--- config.mk ---
export PLATFORM = sky130hd
export DESIGN_NAME = swqe_mul
export DESIGN_NICKNAME = d
export VERILOG_FILES = /design/src/hdl/swqe_pkg.sv /design/src/hdl/swqe_mul.sv
export SDC_FILE = /design/constraint.sdc
export NUM_CORES = 2
export LEC_CHECK = 0
export ABC_AREA = 1
export ABC_CLOCK_PERIOD_IN_PS = 7000
export BUFFER_PORTS_ARGS = -buffer_cell sky130_fd_sc_hd__buf_2
export CORE_MARGIN = 2
export CORE_UTILIZATION = 65
export CTS_CLUSTER_DIAMETER = 60
export DETAILED_ROUTE_END_ITERATION = 16
export GPL_ROUTABILITY_DRIVEN = 0
export PLACE_DENSITY_LB_ADDON = 0.3
export REMOVE_ABC_BUFFERS = 1
export SLEW_MARGIN = 20
export SYNTH_ARGS = -nofsm -noshare
export SYNTH_HDL_FRONTEND = slang
export SYNTH_SLANG_ARGS = --single-unit
--- constraint.sdc ---
create_clock -name clk -period 7 [get_ports clk]
set_input_delay 1.4 -clock clk [delete_from_list [all_inputs] [get_ports clk]]
set_output_delay 1.4 -clock clk [all_outputs]
set_load 0.01 [all_outputs]
--- src/hdl/swqe_pkg.sv ---
// shared constants and types for the wide segment quad expander
package swqe_pkg;

  localparam int COORD_WIDTH_DEF = 32;
  localparam int FRAC_BITS_DEF   = 16;

  // normal vector arithmetic runs at a fixed Q1.30 scale
  localparam int NORM_SHIFT  = 30;
  localparam int NORM_BITS   = 30;
  localparam int LEN_BITS    = 31;
  localparam int SUMSQ_BITS  = 61;

  localparam int CFG_IDX_W = 3;

  typedef enum logic [CFG_IDX_W-1:0] {
    REG_VIEW_PLANE = 3'd0,
    REG_PPM        = 3'd1,
    REG_MARGIN     = 3'd2,
    REG_MIN_U      = 3'd3,
    REG_MAX_V      = 3'd4
  } cfg_reg_t;

  localparam logic [1:0] PLANE_XZ = 2'd0;
  localparam logic [1:0] PLANE_YZ = 2'd1;

  // pipeline stage numbers, counted from the accepting edge
  localparam int ST_ZCHK = 7;
  localparam int ST_SIDE = 8;
  localparam int ST_SQ0  = 13;
  localparam int ST_SQE  = ST_SQ0 + LEN_BITS;
  localparam int ST_DV0  = ST_SQE + 1;
  localparam int ST_DVE  = ST_DV0 + LEN_BITS;
  localparam int ST_OM   = ST_DVE + 2;
  localparam int ST_OR   = ST_OM + 1;
  localparam int ST_CS   = ST_OR + 1;
  localparam int PIPE_LATENCY = ST_CS + 1;

endpackage

--- src/hdl/swqe_mul.sv ---
// two-stage unsigned multiplier built from four registered partial products
module swqe_mul #(
  parameter int AW = swqe_pkg::COORD_WIDTH_DEF,
  parameter int BW = swqe_pkg::COORD_WIDTH_DEF
) (
  input  logic             clk,
  input  logic [AW-1:0]    a,
  input  logic [BW-1:0]    b,
  output logic [AW+BW-1:0] p
);

  localparam int AL = AW / 2;
  localparam int AH = AW - AL;
  localparam int BL = BW / 2;
  localparam int BH = BW - BL;
  localparam int PW = AW + BW;

  logic [AL+BL-1:0] pp_ll;
  logic [AL+BH-1:0] pp_lh;
  logic [AH+BL-1:0] pp_hl;
  logic [AH+BH-1:0] pp_hh;

  always_ff @(posedge clk) begin
    pp_ll <= a[AL-1:0] * b[BL-1:0];
    pp_lh <= a[AL-1:0] * b[BW-1:BL];
    pp_hl <= a[AW-1:AL] * b[BL-1:0];
    pp_hh <= a[AW-1:AL] * b[BW-1:BL];
  end

  always_ff @(posedge clk) begin
    p <= PW'(pp_ll) + (PW'(pp_lh) << BL) + (PW'(pp_hl) << AL) + (PW'(pp_hh) << (AL + BL));
  end

endmodule

==> impl_metrics.py <==
metrics = {
    "floorplanning": {
        "coreArea_sq_um": 69800,
        "die-area_sq_um": 72500,
        "io_pins": 129,
        "dieHeight_um": 269,
        "num_rows": 97,
        "die_x_um": 269,
        "start_util_pct": 65.5,
    },
    "worst_setup_path": {
        "timing.rr.end": "p[59]",
        "cpLargestDelayFamily": "adder cells",
        "r2r_slack_ns": 2.83,
        "start_kind": "input pin",
        "cp.required_ns": 7.30,
        "arrival_ns": 7.05,
        "crit_chain": "buf_2 -> nand2_1 -> fa_1 -> inv_1 -> fa_1 -> inv_1 -> fa_1 -> inv_1 -> fa_1 -> fa_1 -> inv_1 -> fa_1 -> inv_1 -> ha_1 -> nand2_1 -> inv_1 -> nand2_1 -> nor3_1 -> nand2_1 -> nand2_1 -> xor2_1",
        "endpoint_kind": "register",
        "critPathBufInv": 7,
        "crit_slowest_cell": "fa_1",
        "r2r_start": "pp_ll[16]",
        "reg2reg_depth": 22,
        "cp_max_fo": 19,
        "slowest_delay_ns": 0.57,
        "path_class": "input pin to register",
    },
    "clock_tree": {
        "clkSlewWorstSetupHoldPaths_ns": 0.08,
        "cts_buffer_depth": 2,
        "post_cts_buffers": 0,
        "cts_hold_buf": 0,
        "cts.htree.levels": 4,
        "clock-sinks": 192,
        "cts-resized-gates": 0,
        "numCtsBuffers": 17,
        "root_buffer": "clkbuf_16",
        "tritoncts": "yes",
        "clk_latency_ns": 0.47,
    },
    "yosys": {
        "yosys.area_share.adder_pct": 47.9,
        "netlist_instances": 6439,
        "synthXorXnorAreaFrac_pct": 1.92,
        "syn_area_per_cell_sq_um": 7.10,
        "ys_seq_elements": 192,
        "yosys.area_share.simple_pct": 22.9,
        "synth_area_sq_um": 45700,
        "synth-compound-area-share_pct": 1.85,
        "synth_top_family_by_area": "adder cells",
        "ys_seq_area_share_pct": 8.41,
        "ys_types": 32,
        "yosys_warnings": 0,
        "synthMuxAreaShare_pct": 0,
    },
    "timing": {
        "relSlewSlack_pct": 38.6,
        "setup_violations": 0,
        "max_slew.worst_pin.slew_ns": 0.920,
        "final.setup.tns_ns": 0,
        "hold_viol_final": 0,
        "max_freq_ghz": 0.148,
        "skew_ns": 0.0165,
        "finalMaxSlewViolations": 0,
        "fin_crit_ns": 6.75,
        "min_period_over_period_pct": 96.4,
        "rsz0062_at_grt": "false",
    },
    "drt": {
        "drt_first_pass_iters": 7,
        "num_vias": 39382,
        "ant_nets": 0,
        "wl_met3_um": 15200,
        "routed.top_layer": "met4",
        "wirelength_um": 123000,
        "post_drt_wl_per_cell_um": 16.5,
        "viasPerCell": 5.27,
        "drc": 0,
        "wl_met2_um": 53300,
        "drtIter0Drc": 3836,
        "met1Wirelength_um": 49800,
    },
    "hold_path": {
        "worst_hold_path_type": "register to register",
        "hold_depth": 0,
        "hold_end": "p[8]",
        "min_from": "pp_ll[8]",
    },
    "final_layout": {
        "drive_gt1_share_pct": 4.92,
        "fillCellCount": 5676,
        "fin_cells": 7466,
        "nets": 7853,
        "utilization_pct": 69.6,
        "n_antenna_cell": 0,
        "mostFrequentLayoutCell": "nand2_1",
        "multi_input_area_sq_um": 34100,
        "regArea_sq_um": 3840,
        "area_growth_pct": 6.28,
        "mostFrequentLayoutCells": "nand2_1, inv_1, fa_1",
    },
    "grt": {
        "grt_pass1_wl_um": 204000,
        "grt_overflow": 0,
        "grt_pass1_vias": 40214,
        "grtUsageTotal_pct": 35.1,
        "grt_max_degree": 33,
        "antenna_found_initial": 1,
    },
    "placement": {
        "place_hpwl_um": 101000,
        "io_buffers": 128,
        "dp.cells": 7434,
    },
    "job": {
        "drv_cap": 0,
    },
    "status": {
        "status": "finished clean",
    },
}
[through the flow]
stage | worst slack [ns] | area [sq um] | hold slack [ns]
2_1_floorplan | 1.22 | 45000 | 0.310
6_report | 0.252 | 48600 | 0.329
5_1_grt | 0.0296 | 48600 | 0.334
3_3_place_gp | -0.0547 | 48000 | 0.311
4_1_cts | 0.433 | 48600 | 0.330
3_5_place_dp | -0.0389 | 48000 | 0.314
[logic make-up (layout without fill, tap and decap cells)]
| group | Yosys count | after routing |
|---|---|---|
| simple gates | 2650 | 2650 |
| buf+inv | 2072 | 2159 |
| fa+ha+maj | 1275 | 1275 |
| flops | 192 | 192 |
| compound gates | 150 | 150 |
| xor+xnor | 100 | 100 |
[layout make-up]
class,instances,share of cell area [%]
sequential,192,7.91
multi-input combinational,4175,70.2
clock buffer,19,0.912
timing repair buffer,247,3.72
clock inverter,13,0.332
tap,940,2.42
inverter,1880,14.5
[synthesized netlist by cell type, drive strengths merged]
cell,instances,area share [%]
nor2,234,2.0
a21o,1,0.016
nand3,181,2.0
a21boi,2,0.033
nand3b,1,0.016
or2,3,0.041
clkbuf,192,1.6
o21ai,16,0.18
xnor2,10,0.19
dfxtp,192,8.4
nand2b,1,0.014
fa,794,35
o21bai,27,0.44
inv,1880,15
ha,481,13
a21oi,104,1.2
and2,9,0.12
nor3,39,0.49
xor2,90,1.7
and3,1,0.014
nand4,32,0.44
nand2,2149,18
[registers in the layout, summed over array words and instances (netlist names)]
| name | count |
|---|---|
| pp_ll | 32 |
| pp_hh | 32 |
| p | 64 |
| pp_hl | 32 |
| pp_lh | 32 |
[worst reg2reg max path, delay by kind of cell, from the launching register on]
kind / cells / cell delay [ns]
DFF: 1 / 0.41
adders and majority gates: 4 / 1.47
and+or+nand+nor: 10 / 0.91
buffers and inverters: 5 / 0.39
AOI/OAI and AO/OA: 3 / 0.88
[worst max-delay path by stage]
stage / start / to / slack (ns) / depth (start not counted)
after floorplan: a[7] / pp_ll[31] / 1.22 / 21
after global placement: a[23] / pp_hl[16] / -0.05 / 21
after detailed placement: a[23] / pp_hl[16] / -0.04 / 21
after CTS: a[23] / pp_hl[16] / 0.43 / 21
after global routing: a[23] / pp_hl[16] / 0.03 / 21
final: a[23] / pp_hl[16] / 0.25 / 21
[per-layer routing]
layer | up-vias | track usage [%]
li1 | 18392 | -
met3 | 285 | 6.85
met2 | 2221 | 54.5
met4 | 0 | 12.7
met5 | - | 0
met1 | 18484 | 49.1
Power is not shown: default switching activity piles up to over one toggle a cycle in this logic, so the estimate is an artifact.
